<file path="config.mk">
export PLATFORM = sky130hd
export DESIGN_NAME = sha256_stream_hasher
export DESIGN_NICKNAME = d
export VERILOG_FILES = /design/src/rtl/core/shs_pkg.sv /design/src/rtl/core/sha256_stream_hasher.sv /design/src/rtl/core/shs_ctrl.sv /design/src/rtl/core/shs_datapath.sv
export SDC_FILE = /design/constraint.sdc
export NUM_CORES = 2
export LEC_CHECK = 0
export BUFFER_PORTS_ARGS = -buffer_cell sky130_fd_sc_hd__clkbuf_2
export CORE_AREA = 2 2 373 559
export DETAILED_ROUTE_END_ITERATION = 12
export DIE_AREA = 0 0 375 561
export GPL_TIMING_DRIVEN = 0
export PLACE_DENSITY = 0.67
export SLEW_MARGIN = 20
export SYNTH_ARGS = -nofsm -noshare
export SYNTH_HDL_FRONTEND = slang
export SYNTH_SLANG_ARGS = --single-unit
export TNS_END_PERCENT = 50
</file>
<file path="constraint.sdc">
create_clock -name clk_i -period 38.2 [get_ports clk_i]
set_input_delay 3.82 -clock clk_i [delete_from_list [all_inputs] [get_ports clk_i]]
set_output_delay 3.82 -clock clk_i [all_outputs]
set_load 0.05 [all_outputs]
</file>
<file path="src/rtl/core/shs_pkg.sv">
// shs_pkg: shared types, constants and round functions for the sha-256 stream hasher
// no dependencies; imported by shs_ctrl, shs_datapath and sha256_stream_hasher
`timescale 1ns / 1ps
`default_nettype none

package shs_pkg;

  // how message words are formed while a block is compressed
  typedef enum logic [1:0] {
    PAD_NONE,    // plain data block
    PAD_FIRST,   // data, 0x80, zeros; the length goes into a further block
    PAD_FINAL,   // data, 0x80, zeros and the 64-bit bit count
    PAD_LENONLY  // zeros and the 64-bit bit count
  } pad_mode_e;

  // controller to datapath
  typedef struct packed {
    logic       wr_byte;
    logic       load_vars;
    logic       round_en;
    logic       add_chain;
    logic       clear_state;
    logic [3:0] rd_addr;
    logic [5:0] round_idx;
    pad_mode_e  pad_mode;
    logic [2:0] out_sel;
  } shs_cmd_t;

  // datapath to controller
  typedef struct packed {
    logic block_end;  // the next byte fills the block
    logic pos_high;   // fill position is 56 or more, no room for the length
  } shs_stat_t;

  localparam logic [31:0] SHA_IV [8] = '{
    32'h6a09e667, 32'hbb67ae85, 32'h3c6ef372, 32'ha54ff53a,
    32'h510e527f, 32'h9b05688c, 32'h1f83d9ab, 32'h5be0cd19
  };

  localparam logic [31:0] SHA_K [64] = '{
    32'h428a2f98, 32'h71374491, 32'hb5c0fbcf, 32'he9b5dba5,
    32'h3956c25b, 32'h59f111f1, 32'h923f82a4, 32'hab1c5ed5,
    32'hd807aa98, 32'h12835b01, 32'h243185be, 32'h550c7dc3,
    32'h72be5d74, 32'h80deb1fe, 32'h9bdc06a7, 32'hc19bf174,
    32'he49b69c1, 32'hefbe4786, 32'h0fc19dc6, 32'h240ca1cc,
    32'h2de92c6f, 32'h4a7484aa, 32'h5cb0a9dc, 32'h76f988da,
    32'h983e5152, 32'ha831c66d, 32'hb00327c8, 32'hbf597fc7,
    32'hc6e00bf3, 32'hd5a79147, 32'h06ca6351, 32'h14292967,
    32'h27b70a85, 32'h2e1b2138, 32'h4d2c6dfc, 32'h53380d13,
    32'h650a7354, 32'h766a0abb, 32'h81c2c92e, 32'h92722c85,
    32'ha2bfe8a1, 32'ha81a664b, 32'hc24b8b70, 32'hc76c51a3,
    32'hd192e819, 32'hd6990624, 32'hf40e3585, 32'h106aa070,
    32'h19a4c116, 32'h1e376c08, 32'h2748774c, 32'h34b0bcb5,
    32'h391c0cb3, 32'h4ed8aa4a, 32'h5b9cca4f, 32'h682e6ff3,
    32'h748f82ee, 32'h78a5636f, 32'h84c87814, 32'h8cc70208,
    32'h90befffa, 32'ha4506ceb, 32'hbef9a3f7, 32'hc67178f2
  };

  localparam logic [7:0] PAD_BYTE = 8'h80;
  localparam logic [5:0] LEN_SLOT = 6'd56;
  localparam logic [5:0] LAST_ROUND = 6'd63;
  localparam logic [2:0] LAST_WORD_IDX = 3'd7;

  function automatic logic [31:0] big_sigma0(input logic [31:0] x);
    return {x[1:0], x[31:2]} ^ {x[12:0], x[31:13]} ^ {x[21:0], x[31:22]};
  endfunction

  function automatic logic [31:0] big_sigma1(input logic [31:0] x);
    return {x[5:0], x[31:6]} ^ {x[10:0], x[31:11]} ^ {x[24:0], x[31:25]};
  endfunction

  function automatic logic [31:0] small_sigma0(input logic [31:0] x);
    return {x[6:0], x[31:7]} ^ {x[17:0], x[31:18]} ^ {3'b000, x[31:3]};
  endfunction

  function automatic logic [31:0] small_sigma1(input logic [31:0] x);
    return {x[16:0], x[31:17]} ^ {x[18:0], x[31:19]} ^ {10'b0, x[31:10]};
  endfunction

  function automatic logic [31:0] sha_ch(input logic [31:0] e, input logic [31:0] f,
                                         input logic [31:0] g);
    return g ^ (e & (f ^ g));
  endfunction

  function automatic logic [31:0] sha_maj(input logic [31:0] a, input logic [31:0] b,
                                          input logic [31:0] c);
    return (a & b) | (c & (a | b));
  endfunction

endpackage

`default_nettype wire

</file>
<file path="src/rtl/core/sha256_stream_hasher.sv">
// sha256_stream_hasher: top level of the byte-wide sha-256 hasher with digest output register
// depends on shs_pkg, shs_ctrl and shs_datapath
`timescale 1ns / 1ps
`default_nettype none

// usage
// - input channel: one transfer per message byte (byte_present_i high), optionally with
//   end_of_message_i; a transfer with byte_present_i low and end_of_message_i high ends
//   the message without a byte, one with both low does nothing
// - a byte that does not complete a 64-byte block is taken without a stall; a byte that completes
//   one stalls the input for the compression: a load step, 64 rounds (one round per
//   cycle through the single round unit) and a chain add step
// - end of message: a padding decision step, then one compression, or two
//   when fewer than 9 bytes remain in the block; the first digest word is
//   registered from the emit state after the last compression, once the output is free
// - output channel: eight transfers, word_index_o 0..7, last_word_o on the eighth; one
//   word per cycle when the receiver does not stall, readout pauses while it stalls
// - after the eighth word is loaded the chain words and bit count return to their
//   initial values and the input opens again, even while the last word still waits
// - reset clears the controller, chain words and bit count at once; no clearing pass
module sha256_stream_hasher
  import shs_pkg::*;
(
  input  wire         clk_i,
  input  wire         rst_ni,
  input  wire         in_valid_i,
  output logic        in_stall_o,
  input  wire  [7:0]  data_byte_i,
  input  wire         byte_present_i,
  input  wire         end_of_message_i,
  output logic        out_valid_o,
  input  wire         out_stall_i,
  output logic [31:0] digest_word_o,
  output logic [2:0]  word_index_o,
  output logic        last_word_o
);

  shs_cmd_t    cmd;
  shs_stat_t   stat;
  logic        out_free;
  logic        out_load;
  logic [31:0] digest_sel;

  logic        out_valid_q;
  logic [31:0] digest_q;
  logic [2:0]  index_q;
  logic        last_q;

  // the output register can take a word when empty or when its word leaves now
  assign out_free = !out_valid_q || !out_stall_i;

  shs_ctrl u_ctrl (
    .clk_i            (clk_i),
    .rst_ni           (rst_ni),
    .in_valid_i       (in_valid_i),
    .in_stall_o       (in_stall_o),
    .byte_present_i   (byte_present_i),
    .end_of_message_i (end_of_message_i),
    .stat_i           (stat),
    .out_free_i       (out_free),
    .out_load_o       (out_load),
    .cmd_o            (cmd)
  );

  shs_datapath u_datapath (
    .clk_i       (clk_i),
    .rst_ni      (rst_ni),
    .cmd_i       (cmd),
    .data_byte_i (data_byte_i),
    .stat_o      (stat),
    .digest_o    (digest_sel)
  );

  // output valid flag
  always_ff @(posedge clk_i or negedge rst_ni) begin
    if (!rst_ni) begin
      out_valid_q <= 1'b0;
    end else if (out_load) begin
      out_valid_q <= 1'b1;
    end else if (!out_stall_i) begin
      out_valid_q <= 1'b0;
    end
  end

  // output payload, held while the receiver stalls
  always_ff @(posedge clk_i) begin
    if (out_load) begin
      digest_q <= digest_sel;
      index_q  <= cmd.out_sel;
      last_q   <= (cmd.out_sel == LAST_WORD_IDX);
    end
  end

  assign out_valid_o   = out_valid_q;
  assign digest_word_o = digest_q;
  assign word_index_o  = index_q;
  assign last_word_o   = last_q;

endmodule

`default_nettype wire

</file>
<file path="src/rtl/core/shs_ctrl.sv">
// shs_ctrl: sequencer for byte intake, block compression, padding and digest readout
// depends on shs_pkg; drives shs_datapath through shs_cmd_t
`timescale 1ns / 1ps
`default_nettype none

module shs_ctrl
  import shs_pkg::*;
(
  input  wire       clk_i,
  input  wire       rst_ni,
  input  wire       in_valid_i,
  output logic      in_stall_o,
  input  wire       byte_present_i,
  input  wire       end_of_message_i,
  input  wire shs_stat_t stat_i,
  input  wire       out_free_i,
  output logic      out_load_o,
  output shs_cmd_t  cmd_o
);

  localparam logic [2:0] ST_IDLE   = 3'd0;
  localparam logic [2:0] ST_FINISH = 3'd1;
  localparam logic [2:0] ST_LOAD   = 3'd2;
  localparam logic [2:0] ST_ROUND  = 3'd3;
  localparam logic [2:0] ST_ADD    = 3'd4;
  localparam logic [2:0] ST_EMIT   = 3'd5;

  logic [2:0] state_q, state_d;
  logic [5:0] round_q, round_d;
  pad_mode_e  mode_q, mode_d;
  logic       fin_q, fin_d;
  logic [2:0] idx_q, idx_d;

  always_comb begin
    state_d = state_q;
    round_d = round_q;
    mode_d  = mode_q;
    fin_d   = fin_q;
    idx_d   = idx_q;
    in_stall_o = 1'b1;
    out_load_o = 1'b0;
    cmd_o = '0;
    cmd_o.pad_mode  = mode_q;
    cmd_o.round_idx = round_q;
    cmd_o.out_sel   = idx_q;
    cmd_o.rd_addr   = round_q[3:0] + 4'd1;
    case (state_q)
      ST_IDLE: begin
        in_stall_o = 1'b0;
        if (in_valid_i) begin
          cmd_o.wr_byte = byte_present_i;
          if (byte_present_i && stat_i.block_end) begin
            mode_d  = PAD_NONE;
            fin_d   = end_of_message_i;
            state_d = ST_LOAD;
          end else if (end_of_message_i) begin
            state_d = ST_FINISH;
          end
        end
      end
      ST_FINISH: begin
        mode_d  = stat_i.pos_high ? PAD_FIRST : PAD_FINAL;
        fin_d   = 1'b0;
        state_d = ST_LOAD;
      end
      ST_LOAD: begin
        cmd_o.load_vars = 1'b1;
        cmd_o.rd_addr   = 4'd0;
        round_d = 6'd0;
        state_d = ST_ROUND;
      end
      ST_ROUND: begin
        cmd_o.round_en = 1'b1;
        round_d = round_q + 6'd1;
        if (round_q == LAST_ROUND) begin
          state_d = ST_ADD;
        end
      end
      ST_ADD: begin
        cmd_o.add_chain = 1'b1;
        case (mode_q)
          PAD_NONE: begin
            state_d = fin_q ? ST_FINISH : ST_IDLE;
          end
          PAD_FIRST: begin
            mode_d  = PAD_LENONLY;
            state_d = ST_LOAD;
          end
          default: begin
            idx_d   = 3'd0;
            state_d = ST_EMIT;
          end
        endcase
      end
      ST_EMIT: begin
        if (out_free_i) begin
          out_load_o = 1'b1;
          idx_d = idx_q + 3'd1;
          if (idx_q == LAST_WORD_IDX) begin
            cmd_o.clear_state = 1'b1;
            state_d = ST_IDLE;
          end
        end
      end
      default: begin
        state_d = ST_IDLE;
      end
    endcase
  end

  always_ff @(posedge clk_i or negedge rst_ni) begin
    if (!rst_ni) begin
      state_q <= ST_IDLE;
      round_q <= 6'd0;
      mode_q  <= PAD_NONE;
      fin_q   <= 1'b0;
      idx_q   <= 3'd0;
    end else begin
      state_q <= state_d;
      round_q <= round_d;
      mode_q  <= mode_d;
      fin_q   <= fin_d;
      idx_q   <= idx_d;
    end
  end

`ifndef SYNTHESIS
  a_round_to_add: assert property (@(posedge clk_i) disable iff (!rst_ni)
    (state_q == ST_ROUND && round_q == LAST_ROUND) |=> (state_q == ST_ADD))
    else $error("compression did not close after the last round");

  a_full_block_compresses: assert property (@(posedge clk_i) disable iff (!rst_ni)
    (state_q == ST_IDLE && in_valid_i && byte_present_i && stat_i.block_end)
    |=> (state_q == ST_LOAD && mode_q == PAD_NONE))
    else $error("full block did not start a compression");

  a_emit_ends_idle: assert property (@(posedge clk_i) disable iff (!rst_ni)
    (out_load_o && idx_q == LAST_WORD_IDX) |=> (state_q == ST_IDLE))
    else $error("digest readout did not return to idle");

  a_len_block_follows: assert property (@(posedge clk_i) disable iff (!rst_ni)
    (state_q == ST_ADD && mode_q == PAD_FIRST)
    |=> (state_q == ST_LOAD && mode_q == PAD_LENONLY))
    else $error("length block missing after overflow pad block");
`endif

endmodule

`default_nettype wire

</file>
<file path="src/rtl/core/shs_datapath.sv">
// shs_datapath: block memory, message schedule, round logic, chain words and bit count
// depends on shs_pkg; controlled by shs_ctrl through shs_cmd_t
`timescale 1ns / 1ps
`default_nettype none

module shs_datapath
  import shs_pkg::*;
(
  input  wire         clk_i,
  input  wire         rst_ni,
  input  wire shs_cmd_t cmd_i,
  input  wire  [7:0]  data_byte_i,
  output shs_stat_t   stat_o,
  output logic [31:0] digest_o
);

  logic [31:0] block_q [16];
  logic [31:0] rdata_q;
  logic [31:0] chain_q [8];
  logic [31:0] var_q [8];
  logic [31:0] sched_q [16];
  logic [63:0] bits_q;

  logic [5:0]  fill;
  logic [5:0]  byte_pos;
  logic [7:0]  byte_v;
  logic [31:0] msg_word;
  logic [31:0] w_new;
  logic [31:0] t1;
  logic [31:0] t2;
  logic        use_len;

  // fill position is the byte count modulo the block size
  assign fill = bits_q[8:3];
  assign stat_o.block_end = (fill == 6'd63);
  assign stat_o.pos_high  = (fill >= LEN_SLOT);

  // block memory, byte lanes big-endian within a word
  always_ff @(posedge clk_i) begin
    if (cmd_i.wr_byte) begin
      block_q[fill[5:2]][{~fill[1:0], 3'b000} +: 8] <= data_byte_i;
    end
    rdata_q <= block_q[cmd_i.rd_addr];
  end

  // message word with padding applied on the fly
  assign use_len = (cmd_i.pad_mode == PAD_FINAL) || (cmd_i.pad_mode == PAD_LENONLY);

  always_comb begin
    msg_word = '0;
    byte_pos = '0;
    byte_v   = '0;
    for (int j = 0; j < 4; j++) begin
      byte_pos = {cmd_i.round_idx[3:0], 2'(j)};
      case (cmd_i.pad_mode)
        PAD_NONE: byte_v = rdata_q[8*(3-j) +: 8];
        PAD_LENONLY: byte_v = 8'h00;
        default: begin
          if (byte_pos < fill) begin
            byte_v = rdata_q[8*(3-j) +: 8];
          end else if (byte_pos == fill) begin
            byte_v = PAD_BYTE;
          end else begin
            byte_v = 8'h00;
          end
        end
      endcase
      msg_word[8*(3-j) +: 8] = byte_v;
    end
    if (use_len && cmd_i.round_idx[3:0] == 4'd14) begin
      msg_word = bits_q[63:32];
    end else if (use_len && cmd_i.round_idx[3:0] == 4'd15) begin
      msg_word = bits_q[31:0];
    end
  end

  assign w_new = (cmd_i.round_idx[5:4] == 2'b00) ? msg_word :
                 small_sigma1(sched_q[1]) + sched_q[6] + small_sigma0(sched_q[14]) +
                 sched_q[15];

  assign t1 = var_q[7] + big_sigma1(var_q[4]) + sha_ch(var_q[4], var_q[5], var_q[6]) +
              SHA_K[cmd_i.round_idx] + w_new;
  assign t2 = big_sigma0(var_q[0]) + sha_maj(var_q[0], var_q[1], var_q[2]);

  // working variables and schedule window
  always_ff @(posedge clk_i) begin
    if (cmd_i.load_vars) begin
      for (int k = 0; k < 8; k++) begin
        var_q[k] <= chain_q[k];
      end
    end else if (cmd_i.round_en) begin
      var_q[0] <= t1 + t2;
      var_q[1] <= var_q[0];
      var_q[2] <= var_q[1];
      var_q[3] <= var_q[2];
      var_q[4] <= var_q[3] + t1;
      var_q[5] <= var_q[4];
      var_q[6] <= var_q[5];
      var_q[7] <= var_q[6];
    end
    if (cmd_i.round_en) begin
      sched_q[0] <= w_new;
      for (int k = 1; k < 16; k++) begin
        sched_q[k] <= sched_q[k-1];
      end
    end
  end

  // chain words and bit count
  always_ff @(posedge clk_i or negedge rst_ni) begin
    if (!rst_ni) begin
      for (int k = 0; k < 8; k++) begin
        chain_q[k] <= SHA_IV[k];
      end
      bits_q <= '0;
    end else begin
      if (cmd_i.clear_state) begin
        for (int k = 0; k < 8; k++) begin
          chain_q[k] <= SHA_IV[k];
        end
        bits_q <= '0;
      end else begin
        if (cmd_i.add_chain) begin
          for (int k = 0; k < 8; k++) begin
            chain_q[k] <= chain_q[k] + var_q[k];
          end
        end
        if (cmd_i.wr_byte) begin
          bits_q <= bits_q + 64'd8;
        end
      end
    end
  end

  assign digest_o = chain_q[cmd_i.out_sel];

endmodule

`default_nettype wire

</file>
# Word level (Yosys, flattened, before mapping)
# Memory sizes are Yosys's and may differ from the RTL's. A register that Yosys moved wholly into a read port is not among the register bits.
# Cells that the tools add are included.
dict set report word_totals {
  reg_bits 372
  latchBits 0
  mem_bits_rw 1280
  rom_bits 2048
  inputBits 14
  out_inout_bits 38
  wordCells 202
  n_memories 4
}
dict set report op_classes {
  add_sub_neg 23
  mul 0
  div_mod_pow 0
  order_cmp 7
  n_eq_ne 26
  n_shift 2
  mux 75
  bitwise 26
  reduce_logical 21
}
# memory depth word_bits rd rd_clocked_by_memory_dff write_ports line
set memory_table {}
lappend memory_table {{(name not given)} 64 32 1 0 0 shs_datapath.sv:82} ;# SHA_K[cmd_i.round_idx] + w_new;
lappend memory_table {u_datapath.block_q 16 32 1 1 1 shs_datapath.sv:17} ;# logic [31:0] block_q [16];
lappend memory_table {u_datapath.sched_q 16 32 16 0 16 shs_datapath.sv:21} ;# logic [31:0] sched_q [16];
lappend memory_table {u_datapath.var_q 8 32 8 0 8 shs_datapath.sv:20} ;# logic [31:0] var_q [8];
# operator n
set ops {}
lappend ops {{adder 32 bit} 18}
lappend ops {{2-to-1 mux 256 bit} 2}
lappend ops {{2-to-1 mux 32 bit} 16}
lappend ops {{XOR 32 bit} 8}
lappend ops {{2-to-1 mux 64 bit} 2}
lappend ops {{AND 32 bit} 3}
lappend ops {{binary-select mux 32 bit (select 3 bit)} 1}
lappend ops {{adder 64 x 4 -> 64 bit, second input constant} 1}
lappend ops {{2-to-1 mux 8 bit} 8}
lappend ops {{bitwise OR 32 bit} 2}
lappend ops {{one-hot mux 8 bit (2 select lines)} 4}
lappend ops {{variable shift 8 x 7 -> 32 bit, first input constant} 1}
lappend ops {{indexed part select 8 x 7 -> 32 bit} 1}
lappend ops {{XOR 32 x 22 -> 32 bit} 1}
lappend ops {{XOR 32 x 29 -> 32 bit} 1}
lappend ops {{equality test 6 bit} 4}
lappend ops {{< comparator 6 bit} 4}
lappend ops {{2-to-1 mux 3 bit} 8}
lappend ops {{2-to-1 mux 1 bit} 23}
lappend ops {{one-hot mux 3 bit (6 select lines)} 1}
lappend ops {{equality test 6 bit, second input constant} 2}
lappend ops {{one-hot mux 3 bit (2 select lines)} 2}
lappend ops {{one-hot mux 6 bit (2 select lines)} 1}
lappend ops {{inequality test 2 bit, second input constant} 5}
lappend ops {{other kinds (34)} 61}

# Longest topological paths before layout
dict set report depth {
  word_depth 10
  mapped_depth 45
  ltp_nobuf 45
}

# Modules after synthesis
# A second synthesis with hierarchy kept.
dict set report hier_totals {
  cells_unflattened 7502
  hier_area_um2 91943.2
}
# mod instances cells_each area_per_inst_um2 seq_area_each_um2
set by_module_without_submodules {}
lappend by_module_without_submodules {shs_datapath 1 7361 89871.2 47180.2}
lappend by_module_without_submodules {sha256_stream_hasher 1 40 1123.6 1106.1}
lappend by_module_without_submodules {shs_ctrl 1 101 948.4 375.4}

# Worst setup path before layout
# Ideal clock, no wire load.
dict set report synth_path {
  path_kind {register to register}
  start {reg u_ctrl.state_q[0]}
  end {mem u_datapath.sched_q[0][0], enable pin}
  setup_ns 1.077
  t_arrival_ns 14.926
  required_ns 37.123
  slack_ns 22.197
  path_stages_with_launch 6
  n_path_buf 1
  synth_period_minus_slack_ns 16.003
  cell_sequence {dfrtp_1 inv_1 nor2_1 nand2_2 inv_2 clkbuf_1}
}
# item line
set synth_rtl {}
lappend synth_rtl {{start: declaration} shs_ctrl.sv:28} ;# logic [2:0] state_q, state_d;
lappend synth_rtl {{start signal: assignment} shs_ctrl.sv:119} ;# state_q <= state_d;
lappend synth_rtl {{end: declaration} shs_datapath.sv:21}

==> results.tsv <==
stage	metric	value	unit
floorplan	num_rows	204	
final_layout	multi_input_area	40400	µm²
timing	fin_crit_sh	0.389	
cts	holdBufCountCts	0	
cts	clk_pin_slew	0.06	ns
detailed_routing	wl_met3	25.9	mm
yosys	ys.flop_type	edfxtp_1	
detailed_routing	met2RoutedLength	159	mm
final_layout	areaGrowthSynthToFinish	11.0	%
grt	antenna_found_initial	21	
cts	ctsLongestPathBuffers	4	
yosys	synth_cells	8105	
cts	cts_resized	0	
setup_path	reg2reg_from	u_ctrl.round_q[0]	
yosys	synth_seq_cells	1681	
final_layout	drive_gt1_frac	0.0917	
detailed_routing	drc	0	
detailed_routing	vias	68500	
cts	cts-root-buf	clkbuf_16	
pwr	pwr-share-seq	0.528	
yosys	ys_types	101	
floorplan	io_pins	52	
placed_design	port_buffers	51	
setup_path	end_kind	register	
final_layout	final_common_cell	edfxtp_1	
timing	rsz0062_at_grt	false	
final_layout	final_util	0.497	
grt	grt_pass1_vias	67900	
detailed_routing	wl_met1	118	mm
yosys	synth_area_leaders	edfxtp_1, ha_1, dfrtp_1, fa_1, nand2_1	
hold_path	hold_start	u_datapath.sched_q[0][5]	
pwr	power_leakage	39.6	nW
floorplan	initial_core_util	0.448	
timing	setup_violations	0	
setup_path	worstPathMaxFanout	15	
detailed_routing	drtIter0Drc	7454	
yosys	synth_top_cell_by_area	edfxtp_1	
cts	post_cts_buffers	0	
pwr	pwr-share-clk	0.468	
pwr	intPower	0.00293	W
grt	grt_max_degree	79	
floorplan	die-area	210000	µm²
cts	cts-buffers-inserted	175	
yosys	syn_nets	8737	
detailed_routing	via_per_inst	6.12	
yosys	yosysSeqAreaShare	0.529	
setup_path	crit_buf_inv	8	
grt	grt_pass1_wl	473	mm
timing	skew	0.116	ns
grt	globalRouteOverflowTotal	0	
placed_design	hpwl	256	mm
setup_path	crit_start	u_ctrl.round_q[0]	
outcome	violations	antenna rules	
setup_path	critPathLaunchType	register	
detailed_routing	wirelength	335	mm
setup_path	cpPeakStageDelay	1.01	ns
pwr	switching_share	0.208	
setup_path	worstPathArrival	15.44	ns
setup_path	crit_family	compound AO/OA/AOI/OAI gates	
timing	clock.fmax	67.3	MHz
outcome	status	finished, violations left	
yosys	synth_top_area_share	0.430	
cts	clock-sinks	1681	
yosys	synth_edf_count	1316	
detailed_routing	firstDrtPassIters	8	
floorplan	fp.dieH	561	µm
yosys	syn_area	91900	µm²
detailed_routing	antenna_left	1	
timing	fin_crit	14.86	ns
hold_path	min_path_type	register to register	
detailed_routing	wl_per_cell	29.9	µm
pwr	irDropWorstVdd	0.0374	mV
timing	hold_viol	0	
yosys	synth-async-reset-ratio	0.198	
setup_path	critPathKind	register to register	
yosys	syn_area_per_cell	11.3	µm²
floorplan	core	205000	µm²
job	maxCapViolCount	0	
final_layout	num-fill-cells	18100	
detailed_routing	highest_layer	met5	
pwr	powerDensity	36.3	nW/µm²
cts	htree_levels	4	
timing	tightest_slew	1.37	ns
pwr	combPwrFrac	0.004	
floorplan	die_width	375	µm
final_layout	final_cell_mix	edfxtp_1, nand2_1, o21ai_0, a21oi_1, nor2_1	
timing	drv_slew	0	
cts	clk_latency	0.91	ns
cts	tritoncts	yes	
setup_path	cp.required	38.78	ns
yosys	ys_warn_count	0	
pwr	switchingPower	0.000768	W
timing	relSlewSlack	0.0783	
setup_path	slowest_stage	clkbuf_1	
timing	tns	0	ns
final_layout	regArea	48700	µm²
grt	grt_usage	0.312	
final_layout	final_nets	8993	
placed_design	gp_congestion	1.02	
power groups by stage:
stage	clock network [W]	logic, W	registers, W
final	0.00173	0.0000145	0.00195
after global routing	0.00182	0.0000158	0.00195
after CTS	0.00175	0.0000148	0.00195
after detailed placement	0	0.0000147	0.00199
after global placement	0	0.0000126	0.00199
after floorplan	0	0.00000130	0.00199
worst paths after layout:
kind,depth (start not counted),slack [ns],end
max in group asynchronous,3,33.96,u_datapath.bits_q[55]
worst max-delay path,39,23.34,u_datapath.var_q[0][31]
worst min register to register,0,0.32,u_datapath.sched_q[0][37]
worst max register to register,39,23.34,u_datapath.var_q[0][31]
min in group asynchronous,1,2.91,u_datapath.chain_q[70]
worst min-delay path,0,0.32,u_datapath.sched_q[0][37]
logic make-up after synthesis:
family,after synthesis,synth area share
compound gates,1927,0.128
buf+inv,783,0.0325
mux,334,0.0474
fa+ha+maj,636,0.102
simple gates,2122,0.102
flops,1681,0.529
xor+xnor,622,0.0594
synth_stat cells (59+ instances only):
cell	number
a21o_1	181
a21oi_1	591
a221oi_1	63
and3_1	69
clkbuf_1	341
dfrtp_1	197
dfstp_2	136
edfxtp_1	1316
fa_1	195
ha_1	423
inv_1	378
mux2_2	130
mux2i_1	136
mux4_2	67
nand2_1	1009
nand2b_1	59
nand3_1	188
nor2_1	461
nor3_1	94
o21a_1	64
o21ai_0	597
xnor2_1	371
xor2_1	250
metrics by stage:
step	setup WS (ns)	cell area [µm²]	std cells	hold slack (ns)	power (W)
2_1_floorplan	22.20	91900	8105	0.400	0.00199
3_5_place_dp	23.69	96300	10900	0.405	0.00200
3_3_place_gp	15.90	95600	10800	0.400	0.00200
6_report	23.34	102000	11200	0.321	0.00370
5_1_grt	23.08	102000	11200	0.350	0.00378
4_1_cts	23.60	102000	11200	0.321	0.00372
cell type report:
type                            count  share of cell area
Tap cell                         2678              0.0328
Timing Repair Buffer               79             0.00896
Sequential cell                  1681               0.477
Antenna cell                       17            0.000417
Buffer                            401              0.0156
Clock inverter                     87             0.00924
Multi-Input combinational cell   5641               0.396
Clock buffer                      223              0.0461
Inverter                          382              0.0141
per-layer routing:
layer	up-vias	GRT usage
met2	3634	0.515
met1	33900	0.359
li1	29800	-
met5	-	0
met3	1106	0.0529
met4	8	0.250
registers in the layout (all words and copies together), names as in the netlist:
register	flops
u_ctrl.round_q	6
last_word_o	1
u_datapath.rdata_q	32
out_valid_o	1
u_ctrl.fin_q	1
u_datapath.chain_q	256
u_datapath.block_q	512
digest_word_o	32
u_datapath.sched_q	512
word_index_o	3
u_datapath.bits_q	61
u_ctrl.state_q	3
u_ctrl.mode_q	2
u_datapath.var_q	256
u_ctrl.idx_q	3
Note: power is estimated with default switching activity, not from simulation.
